===== src/lpbm_pkg.sv =====
// lpbm_pkg: operation, status and sequencer state types for the page buffer manager
// no dependencies
`timescale 1ns / 1ps
package lpbm_pkg;

    typedef enum logic [2:0] {
        OP_FIX   = 3'd0,
        OP_UNFIX = 3'd1,
        OP_SET   = 3'd2,
        OP_CLR   = 3'd3,
        OP_FLUSH = 3'd4
    } op_t;

    typedef enum logic [1:0] {
        ST_OK       = 2'd0,
        ST_PINNED   = 2'd1,
        ST_NOT_RES  = 2'd2,
        ST_UNMAPPED = 2'd3
    } status_t;

    typedef enum logic [3:0] {
        S_IDLE,
        S_FIND,
        S_LIST_POS,
        S_SHIFT,
        S_VICTIM,
        S_FLUSH,
        S_FLUSH_EMIT,
        S_OUT
    } state_t;

endpackage


===== src/lru_page_buffer_manager.sv =====
// lru_page_buffer_manager: frame metadata, recency list and scan sequencer
// depends on lpbm_pkg
//
// channel  dir  handshake        payload
// in       in   in_valid/ready   op, page_number, frame_index
// out      out  out_valid/ready  frame_out .. last
//
// one transaction at a time; a fix scans the tags, then finds a hit frame in the recency list
// or takes a free frame or an unpinned victim, then shifts the list one entry per cycle
// a flush walks the list, one entry per cycle, stalling while a writeback waits on out_ready
// all scans share one index counter; reset clears valid, pin and dirty at once
`timescale 1ns / 1ps
module lru_page_buffer_manager
    import lpbm_pkg::*;
#(
    parameter int FRAMES    = 32,
    parameter int PAGE_BITS = 16
)
(
    input  logic        clk,
    input  logic        rst_n,
    input  logic        in_valid,
    output logic        in_ready,
    input  logic [2:0]  op,
    input  logic [15:0] page_number,
    input  logic [4:0]  frame_index,
    output logic        out_valid,
    input  logic        out_ready,
    output logic [4:0]  frame_out,
    output logic        hit,
    output logic        fetch_needed,
    output logic        writeback,
    output logic [15:0] writeback_page,
    output logic [1:0]  status,
    output logic [5:0]  free_frames,
    output logic        last
);

    localparam int IW = (FRAMES > 1) ? $clog2(FRAMES) : 1;
    localparam int CW = $clog2(FRAMES + 1);

    logic [PAGE_BITS-1:0] tag_mem [FRAMES];
    logic [IW-1:0]        order_mem [FRAMES];
    logic [FRAMES-1:0]    valid_reg;
    logic [FRAMES-1:0]    dirty_reg;
    logic [7:0]           pin_reg [FRAMES];
    logic [CW-1:0]        count_reg;

    state_t               state_reg, state_next;
    logic [2:0]           op_reg;
    logic [PAGE_BITS-1:0] page_reg;
    logic [4:0]           fidx_reg;
    logic [CW-1:0]        idx_reg, idx_next;
    logic [IW-1:0]        frame_reg, frame_next;
    logic                 flush_any_reg, flush_any_next;

    logic [4:0]           o_frame_reg, o_frame_next;
    logic                 o_hit_reg, o_hit_next;
    logic                 o_fetch_reg, o_fetch_next;
    logic                 o_wb_reg, o_wb_next;
    logic [15:0]          o_wbp_reg, o_wbp_next;
    logic [1:0]           o_status_reg, o_status_next;
    logic                 o_last_reg, o_last_next;
    logic                 o_valid_reg, o_valid_next;

    // datapath control
    logic                 tag_we;
    logic                 ord_we;
    logic [IW-1:0]        ord_waddr;
    logic [IW-1:0]        ord_wdata;
    logic                 inc_count;
    logic                 pin_inc, pin_dec, pin_set1;
    logic                 dirty_we;
    logic                 val_set;
    logic [IW-1:0]        mod_frame;
    logic [IW-1:0]        dirty_frame;

    logic [IW-1:0]        idx_i;
    logic [IW-1:0]        ord_rd;
    logic [IW-1:0]        ord_prev;
    logic [IW-1:0]        first_free;
    logic                 any_free;
    logic                 fidx_ok;
    logic [FRAMES-1:0]    fidx_dec;

    assign idx_i    = idx_reg[IW-1:0];
    assign ord_rd   = order_mem[idx_i];
    assign ord_prev = order_mem[idx_i - IW'(1)];
    assign fidx_ok  = ({27'd0, fidx_reg} < 32'(FRAMES)) && valid_reg[fidx_reg[IW-1:0]];

    always_comb
    begin
        first_free = '0;
        any_free   = 1'b0;
        for (int i = FRAMES - 1; i >= 0; i--)
        begin
            if (!valid_reg[i])
            begin
                first_free = IW'(i);
                any_free   = 1'b1;
            end
        end
        fidx_dec = '0;
        fidx_dec[fidx_reg[IW-1:0]] = 1'b1;
    end

    always_comb
    begin
        state_next     = state_reg;
        idx_next       = idx_reg;
        frame_next     = frame_reg;
        flush_any_next = flush_any_reg;
        o_frame_next   = o_frame_reg;
        o_hit_next     = o_hit_reg;
        o_fetch_next   = o_fetch_reg;
        o_wb_next      = o_wb_reg;
        o_wbp_next     = o_wbp_reg;
        o_status_next  = o_status_reg;
        o_last_next    = o_last_reg;
        o_valid_next   = o_valid_reg;
        tag_we    = 1'b0;
        ord_we    = 1'b0;
        ord_waddr = idx_i;
        ord_wdata = ord_prev;
        inc_count = 1'b0;
        pin_inc   = 1'b0;
        pin_dec   = 1'b0;
        pin_set1  = 1'b0;
        dirty_we  = 1'b0;
        val_set   = 1'b0;
        mod_frame = frame_reg;
        dirty_frame = fidx_reg[IW-1:0];
        in_ready  = 1'b0;

        if (o_valid_reg && out_ready)
            o_valid_next = 1'b0;

        case (state_reg)
            S_IDLE:
            begin
                in_ready = !o_valid_reg || out_ready;
            end
            S_FIND:
            begin
                if (valid_reg[idx_i] && tag_mem[idx_i] == page_reg)
                begin
                    frame_next = idx_i;
                end
                if (idx_reg == CW'(FRAMES - 1) ||
                    (valid_reg[idx_i] && tag_mem[idx_i] == page_reg))
                begin
                    o_hit_next = 1'b0; o_fetch_next = 1'b0; o_wb_next = 1'b0;
                    o_wbp_next = '0; o_last_next = 1'b1; o_status_next = ST_OK;
                    o_frame_next = '0;
                    if (op_reg == OP_UNFIX)
                    begin
                        if (valid_reg[idx_i] && tag_mem[idx_i] == page_reg)
                        begin
                            pin_dec = 1'b1;
                            mod_frame = idx_i;
                            o_frame_next = 5'(idx_i);
                        end
                        else
                            o_status_next = ST_NOT_RES;
                        state_next = S_OUT;
                    end
                    else if (valid_reg[idx_i] && tag_mem[idx_i] == page_reg)
                    begin
                        pin_inc = 1'b1;
                        mod_frame = idx_i;
                        idx_next = '0;
                        state_next = S_LIST_POS;
                    end
                    else if (any_free)
                    begin
                        frame_next = first_free;
                        idx_next = count_reg;
                        state_next = S_SHIFT;
                        tag_we = 1'b1;
                        mod_frame = first_free;
                        pin_set1 = 1'b1;
                        val_set = 1'b1;
                        dirty_we = 1'b1;
                        dirty_frame = first_free;
                        inc_count = 1'b1;
                        o_frame_next = 5'(first_free);
                        o_fetch_next = 1'b1;
                    end
                    else
                    begin
                        idx_next = CW'(FRAMES - 1);
                        state_next = S_VICTIM;
                    end
                end
                else
                    idx_next = idx_reg + CW'(1);
            end
            S_LIST_POS:
            begin
                if (ord_rd == frame_reg)
                begin
                    state_next = S_SHIFT;
                    o_frame_next = 5'(frame_reg);
                    o_hit_next = 1'b1;
                end
                else
                    idx_next = idx_reg + CW'(1);
            end
            S_VICTIM:
            begin
                if (pin_reg[ord_rd] == 8'd0)
                begin
                    frame_next = ord_rd;
                    mod_frame = ord_rd;
                    o_frame_next = 5'(ord_rd);
                    o_fetch_next = 1'b1;
                    o_wb_next = dirty_reg[ord_rd];
                    o_wbp_next = dirty_reg[ord_rd] ? 16'(tag_mem[ord_rd]) : 16'd0;
                    tag_we = 1'b1;
                    pin_set1 = 1'b1;
                    dirty_we = 1'b1;
                    dirty_frame = ord_rd;
                    state_next = S_SHIFT;
                end
                else if (idx_reg == '0)
                begin
                    o_status_next = ST_PINNED;
                    state_next = S_OUT;
                end
                else
                    idx_next = idx_reg - CW'(1);
            end
            S_SHIFT:
            begin
                ord_we = 1'b1;
                if (idx_reg == '0)
                begin
                    ord_wdata = frame_reg;
                    state_next = S_OUT;
                end
                else
                    idx_next = idx_reg - CW'(1);
            end
            S_FLUSH:
            begin
                if (idx_reg == count_reg)
                begin
                    if (!flush_any_reg)
                        state_next = S_OUT;
                    else
                        state_next = S_IDLE;
                end
                else if (dirty_reg[ord_rd])
                begin
                    if (!o_valid_reg || out_ready)
                    begin
                        frame_next = ord_rd;
                        state_next = S_FLUSH_EMIT;
                        idx_next = idx_reg + CW'(1);
                    end
                end
                else
                    idx_next = idx_reg + CW'(1);
            end
            S_FLUSH_EMIT:
            begin
                // look ahead for another dirty entry to set last
                if (idx_reg == count_reg || dirty_reg[ord_rd])
                begin
                    o_valid_next  = 1'b1;
                    o_frame_next  = 5'(frame_reg);
                    o_hit_next    = 1'b0;
                    o_fetch_next  = 1'b0;
                    o_wb_next     = 1'b1;
                    o_wbp_next    = 16'(tag_mem[frame_reg]);
                    o_status_next = ST_OK;
                    o_last_next   = (idx_reg == count_reg);
                    flush_any_next = 1'b1;
                    state_next    = S_FLUSH;
                end
                else
                    idx_next = idx_reg + CW'(1);
            end
            S_OUT:
            begin
                o_valid_next = 1'b1;
                state_next = S_IDLE;
            end
            default:
                state_next = S_IDLE;
        endcase

        if (in_valid && in_ready)
        begin
            o_frame_next = '0; o_hit_next = 1'b0; o_fetch_next = 1'b0;
            o_wb_next = 1'b0; o_wbp_next = '0; o_status_next = ST_OK;
            o_last_next = 1'b1;
            flush_any_next = 1'b0;
            idx_next = '0;
            case (op_t'(op))
                OP_FIX, OP_UNFIX: state_next = S_FIND;
                OP_SET, OP_CLR:
                begin
                    o_frame_next = frame_index;
                    state_next = S_OUT;
                end
                OP_FLUSH: state_next = S_FLUSH;
                default: state_next = S_OUT;
            endcase
        end
    end

    // set/clear is handled in S_OUT, the state entered on acceptance
    logic sc_do;
    assign sc_do = (state_reg == S_OUT) && (op_reg == OP_SET || op_reg == OP_CLR);

    always_ff @(posedge clk)
    begin
        if (tag_we)
            tag_mem[mod_frame] <= page_reg;
        if (ord_we)
            order_mem[ord_waddr] <= ord_wdata;
    end

    always_ff @(posedge clk or negedge rst_n)
    begin
        if (!rst_n)
        begin
            valid_reg <= '0;
            dirty_reg <= '0;
            count_reg <= '0;
            for (int i = 0; i < FRAMES; i++)
                pin_reg[i] <= 8'd0;
            state_reg <= S_IDLE;
            idx_reg <= '0;
            frame_reg <= '0;
            flush_any_reg <= 1'b0;
            o_valid_reg <= 1'b0;
            op_reg <= '0;
        end
        else
        begin
            state_reg <= state_next;
            idx_reg <= idx_next;
            frame_reg <= frame_next;
            flush_any_reg <= flush_any_next;
            o_valid_reg <= o_valid_next;
            if (in_valid && in_ready)
                op_reg <= op;
            if (inc_count)
                count_reg <= count_reg + CW'(1);
            if (val_set)
                valid_reg[mod_frame] <= 1'b1;
            if (pin_set1)
                pin_reg[mod_frame] <= 8'd1;
            else if (pin_inc && pin_reg[mod_frame] != 8'hFF)
                pin_reg[mod_frame] <= pin_reg[mod_frame] + 8'd1;
            else if (pin_dec && pin_reg[mod_frame] != 8'd0)
                pin_reg[mod_frame] <= pin_reg[mod_frame] - 8'd1;
            if (dirty_we)
                dirty_reg[dirty_frame] <= 1'b0;
            if (sc_do)
            begin
                if (fidx_ok)
                begin
                    if (op_reg == OP_SET)
                        dirty_reg <= dirty_reg | fidx_dec;
                    else
                        dirty_reg <= dirty_reg & ~fidx_dec;
                end
            end
        end
    end

    always_ff @(posedge clk)
    begin
        if (in_valid && in_ready)
        begin
            page_reg <= PAGE_BITS'(page_number);
            fidx_reg <= frame_index;
        end
        o_frame_reg <= o_frame_next;
        o_hit_reg <= o_hit_next;
        o_fetch_reg <= o_fetch_next;
        o_wb_reg <= o_wb_next;
        o_wbp_reg <= o_wbp_next;
        o_last_reg <= o_last_next;
        if (sc_do && !fidx_ok)
            o_status_reg <= ST_UNMAPPED;
        else
            o_status_reg <= o_status_next;
    end

    assign out_valid      = o_valid_reg;
    assign frame_out      = o_frame_reg;
    assign hit            = o_hit_reg;
    assign fetch_needed   = o_fetch_reg;
    assign writeback      = o_wb_reg;
    assign writeback_page = o_wbp_reg;
    assign status         = o_status_reg;
    assign free_frames    = 6'(FRAMES) - 6'(count_reg);
    assign last           = o_last_reg;

endmodule

===== config.mk =====
export PLATFORM = sky130hd
export DESIGN_NAME = lru_page_buffer_manager
export DESIGN_NICKNAME = d
export VERILOG_FILES = /design/src/lpbm_pkg.sv /design/src/lru_page_buffer_manager.sv
export SDC_FILE = /design/constraint.sdc
export NUM_CORES = 2
export LEC_CHECK = 0
export BUFFER_PORTS_ARGS = -buffer_cell sky130_fd_sc_hd__buf_2
export CORE_UTILIZATION = 40
export DETAILED_ROUTE_END_ITERATION = 16
export SETUP_SLACK_MARGIN = 0.05
export SLEW_MARGIN = 20
export SYNTH_ARGS = -nofsm -noshare
export SYNTH_HDL_FRONTEND = slang
export SYNTH_SLANG_ARGS = --single-unit

===== constraint.sdc =====
create_clock -name clk -period 6.3 [get_ports clk]
set_input_delay 0.63 -clock clk [delete_from_list [all_inputs] [get_ports clk]]
set_output_delay 0.63 -clock clk [all_outputs]
set_load 0.005 [all_outputs]

==> run summary <==
The run finished, with violations left. The final reports fail on negative setup slack. The clock group share of total power came out at 0.163. The peak supply drop came out at 1181 µV.

The power density over cell area is 579.2 nW/µm². Entering global routing, the biggest net connects 203 pins. The die covers 149300 µm².

The global placer's final weighted congestion is 0.9953. For this design the total switching power over the nets is 19.86 mW. The clock reaches the later pin of the worst-skew pair after 780 ps. The number of DRC markers in iteration 0 came out at 7363. The routed wire length per instance is 30.72 µm. The first-pass iteration count of the detailed router came out at 7. The endpoint class of the critical path is a register. 0 antenna diodes ended up in the layout. The gate count after technology mapping came out at 4993. The number of placed I/O pins came out at 63. Synthesis produced a netlist with a net count of 5030. The via count of the first global-routing pass came out at 46730.

The share of power burned in combinational logic came out at 0.635. The number of flip-flops in the largest register came out at 512. In this run the standard cell core region covers 146100 µm².

The depth of the worst hold-timing path came out at 1. On the final layout, the worst clock skew is 53.90 ps. The max-slew violation total from the final report is 0. In this run the static leakage power is 27.83 nW.

The initial antenna violation count is 5. The most numerous cell type found on the critical path is sky130_fd_sc_hd__buf_4. The net total in the final layout is 5651. Clock tree synthesis inserted a total of 117 buffers. The portion of total power attributed to sequential cells came out at 0.202. The share of the Yosys chip area taken by registers is 0.5085. The synthesized flop and latch total came out at 1066. The cell area after synthesis came out at 59110 µm².

The wire length reported by the detailed router came out at 234600 µm. The first global-routing pass estimated 327800 µm of wire. The share of post-route cells with drive strength above 1 is 0.3204.

The quantity of I/O buffers inserted on ports is 62. The critical path launch point type is a register. The overflow left after global routing is 0. The deepest clock path buffer count is 3. The worst setup path is of the register to register kind. The switching share of power is 0.4570. The number of enable flip-flop cells after synthesis came out at 698. The clock period minus final worst setup slack came out at 6978 ps. The largest incremental delay on the critical path is 490 ps. The internal cell power came out at 23.59 mW. Data arrives at the worst endpoint at 7620 ps. The tightest min-delay check is of the input pin to register type. The slew at the pin closest to its max-slew limit is 1332 ps. The post-route worst setup slack is -678.1 ps. The count of nets left with antenna violations once routing finished came out at 0. The headroom to the max-slew limit came out at 0.1119. The number of unique standard cell types used by synthesis is 116.

In this run the mean area of a mapped cell was 11.84 µm². The design draws 43.44 mW. The data required time of the critical path came out at 6950 ps. The overall track demand over capacity in global routing is 0.2975. The number of cells on the worst reg-to-reg path came out at 32. In this run the worst path has a maximum fanout of 8. Setup repair after global routing could not meet its margin everywhere. Among all stages on the critical path, the largest delay is contributed by sky130_fd_sc_hd__dfrtp_4. Detailed routing inserted a total of 49580 vias. The aggregate negative setup slack came out at -143860 ps.

The die height came out at 386.4 µm. The achievable frequency is 0.1433 GHz. CTS placed an instance of sky130_fd_sc_hd__clkbuf_16 at the clock tree root. The number of remaining DRC errors came out at 0. TritonCTS built the clock tree. The post-synthesis async set-or-reset flop share is 0.3246.

The number of H-tree levels came out at 3. The effective utilization at floorplan is 0.4046. The final number of setup-violating endpoints is 264.

The post-detailed-route via-to-cell ratio came out at 6.494. From left edge to right edge, the die measures 386.4 µm. The count of max-cap constraint violations came out at 0. The final cycle utilization of the critical path is 1.108. The number of standard-cell rows in the floorplan is 140. Among all flip-flop cells after synthesis, the most frequent one is sky130_fd_sc_hd__edfxtp_1. The final hold violation count came to 0. The clock input transition at the sequential cells of the worst setup and hold paths is 60 ps. The half-perimeter wire length after detailed placement is 152000 µm.

The area growth from synthesis to final layout is 26.89%. The CTS sink count is 1066. The Yosys step of the flow raised 0 warnings.
## per-stage QoR
step                setup WS (ps)  hold slack (ps)  cells    util  cell area, µm²
global placement           -836.5            462.8   7266  0.4570           66760
detailed placement         -932.0            470.4   7269  0.4575           66830
finish                     -678.1            42.99   7635  0.5134           75000
floorplan                  -51.00            334.4   4993       -           59360
global route               -774.8            28.39   7635  0.5134           75000
CTS                        -567.7            7.339   7519  0.4900           71580
## logic make-up (layout without fill, tap and decap cells)
family,after synthesis,count (layout),share of synthesized area
buf+inv,447,1171,0.03596
xor+xnor,37,37,0.005482
compound gates,923,924,0.1127
other cells,1,1,0.00006344
mux,854,854,0.2040
flops,1066,1066,0.5085
simple gates,1656,1656,0.1313
fa+ha+maj,9,9,0.001905
## cells in the final DEF (no fill, tap or decap), types with 25 or more instances in the layout
cell type,instances
sky130_fd_sc_hd__a21oi_1,124
sky130_fd_sc_hd__a22o_1,40
sky130_fd_sc_hd__a311oi_1,31
sky130_fd_sc_hd__a32o_1,35
sky130_fd_sc_hd__buf_12,106
sky130_fd_sc_hd__buf_2,62
sky130_fd_sc_hd__buf_4,614
sky130_fd_sc_hd__buf_6,58
sky130_fd_sc_hd__clkbuf_16,137
sky130_fd_sc_hd__clkinv_2,28
sky130_fd_sc_hd__dfrtp_1,337
sky130_fd_sc_hd__edfxtp_1,698
sky130_fd_sc_hd__inv_1,53
sky130_fd_sc_hd__mux2_1,32
sky130_fd_sc_hd__mux2_4,92
sky130_fd_sc_hd__mux2i_1,401
sky130_fd_sc_hd__mux2i_2,25
sky130_fd_sc_hd__mux2i_4,25
sky130_fd_sc_hd__mux4_2,262
sky130_fd_sc_hd__nand2_1,625
sky130_fd_sc_hd__nand3_1,276
sky130_fd_sc_hd__nand4_1,35
sky130_fd_sc_hd__nor2_1,366
sky130_fd_sc_hd__nor2_4,37
sky130_fd_sc_hd__nor3_1,28
sky130_fd_sc_hd__nor4_1,79
sky130_fd_sc_hd__o211ai_1,38
sky130_fd_sc_hd__o21a_4,26
sky130_fd_sc_hd__o21ai_0,153
sky130_fd_sc_hd__o22ai_1,147
## power by group through the flow
stage                     clock (mW)  combinational, mW  sequential, mW
after floorplan                    0               13.5            8.80
after global placement             0               22.9            8.90
after detailed placement           0               23.1            8.91
after CTS                       7.17               24.0            8.78
after global routing            7.42               28.6            8.78
final                           7.10               27.6            8.77
## metal layers
| layer | track usage | routed length (µm) | up-vias |
|---|---|---|---|
| li1 | - | - | 20570 |
| met1 | 0.3908 | 87760 | 24830 |
| met2 | 0.4674 | 106500 | 3387 |
| met3 | 0.05539 | 25410 | 787 |
| met4 | 0.1580 | 14890 | 8 |
| met5 | 0 | 45 | - |
## cell type report
cell class | instances | area [µm²]
clock buffers | 143 | 3065
well taps | 1917 | 2399
multi-input cells | 3481 | 29580
flip-flops and latches | 1066 | 30080
inverters | 56 | 212.7
fillers | 12410 | 71090
repair buffers | 892 | 8781
clock inverters | 80 | 883.3
## critical path, delay by kind of cell, from the launching register on
family,cells,cell delay [ps]
buf+inv,14,2280
compound gates,10,2260
simple gates,4,840
flops,1,490
mux,4,920
## final timing paths
check	end	from	slack, ps
max	pin_reg[80]$_DFFE_PN0P_	idx_reg[1]$_DFFE_PN0P_	-680
min	page_reg[15]$_DFFE_PP_	page_number[15]	40
max reg2reg	pin_reg[80]$_DFFE_PN0P_	idx_reg[1]$_DFFE_PN0P_	-680
min reg2reg	writeback_page[12]$_SDFFE_PP0P_	writeback_page[12]$_SDFFE_PP0P_	480
max in group asynchronous	pin_reg[107]$_DFFE_PN0P_	rst_n	4550
min in group asynchronous	pin_reg[248]$_DFFE_PN0P_	rst_n	350
## Yosys cell counts, types with 19 or more instances
library cell | count | share of area
sky130_fd_sc_hd__edfxtp_1 | 698 | 0.35
sky130_fd_sc_hd__nand2_1 | 628 | 0.040
sky130_fd_sc_hd__mux2i_1 | 450 | 0.076
sky130_fd_sc_hd__nor2_1 | 403 | 0.026
sky130_fd_sc_hd__dfrtp_1 | 346 | 0.15
sky130_fd_sc_hd__nand3_1 | 286 | 0.024
sky130_fd_sc_hd__mux4_2 | 262 | 0.10
sky130_fd_sc_hd__clkbuf_1 | 216 | 0.014
sky130_fd_sc_hd__o22ai_1 | 177 | 0.019
sky130_fd_sc_hd__o21ai_0 | 158 | 0.013
sky130_fd_sc_hd__a21oi_1 | 140 | 0.012
sky130_fd_sc_hd__mux2_1 | 102 | 0.019
sky130_fd_sc_hd__nor4_1 | 98 | 0.010
sky130_fd_sc_hd__buf_2 | 69 | 0.0058
sky130_fd_sc_hd__inv_1 | 55 | 0.0035
sky130_fd_sc_hd__buf_1 | 44 | 0.0028
sky130_fd_sc_hd__a22o_1 | 40 | 0.0059
sky130_fd_sc_hd__o211ai_1 | 38 | 0.0048
sky130_fd_sc_hd__a32o_1 | 36 | 0.0061
sky130_fd_sc_hd__nor3_1 | 36 | 0.0030
sky130_fd_sc_hd__nand4_1 | 35 | 0.0037
sky130_fd_sc_hd__a311oi_1 | 33 | 0.0049
sky130_fd_sc_hd__buf_6 | 33 | 0.0063
sky130_fd_sc_hd__o2bb2ai_1 | 33 | 0.0049
sky130_fd_sc_hd__buf_4 | 27 | 0.0034
sky130_fd_sc_hd__mux2_2 | 27 | 0.0051
sky130_fd_sc_hd__xnor2_1 | 27 | 0.0040
sky130_fd_sc_hd__and3_1 | 26 | 0.0028
sky130_fd_sc_hd__a22oi_1 | 24 | 0.0030
sky130_fd_sc_hd__o21a_4 | 23 | 0.0058
sky130_fd_sc_hd__dfxtp_1 | 22 | 0.0075
sky130_fd_sc_hd__o21bai_1 | 21 | 0.0027
sky130_fd_sc_hd__o21ai_1 | 20 | 0.0017
sky130_fd_sc_hd__o31ai_1 | 19 | 0.0024
## timing repair
action	4_1_cts	5_1_grt
endpoints found under the setup margin	265	266
buffers inserted	16	98
gates cloned	5	23
hold endpoints to repair	47	0
hold buffers	6	0
resized for setup	85	415
pin swaps	19	50
(Power assumes the default switching activity.)
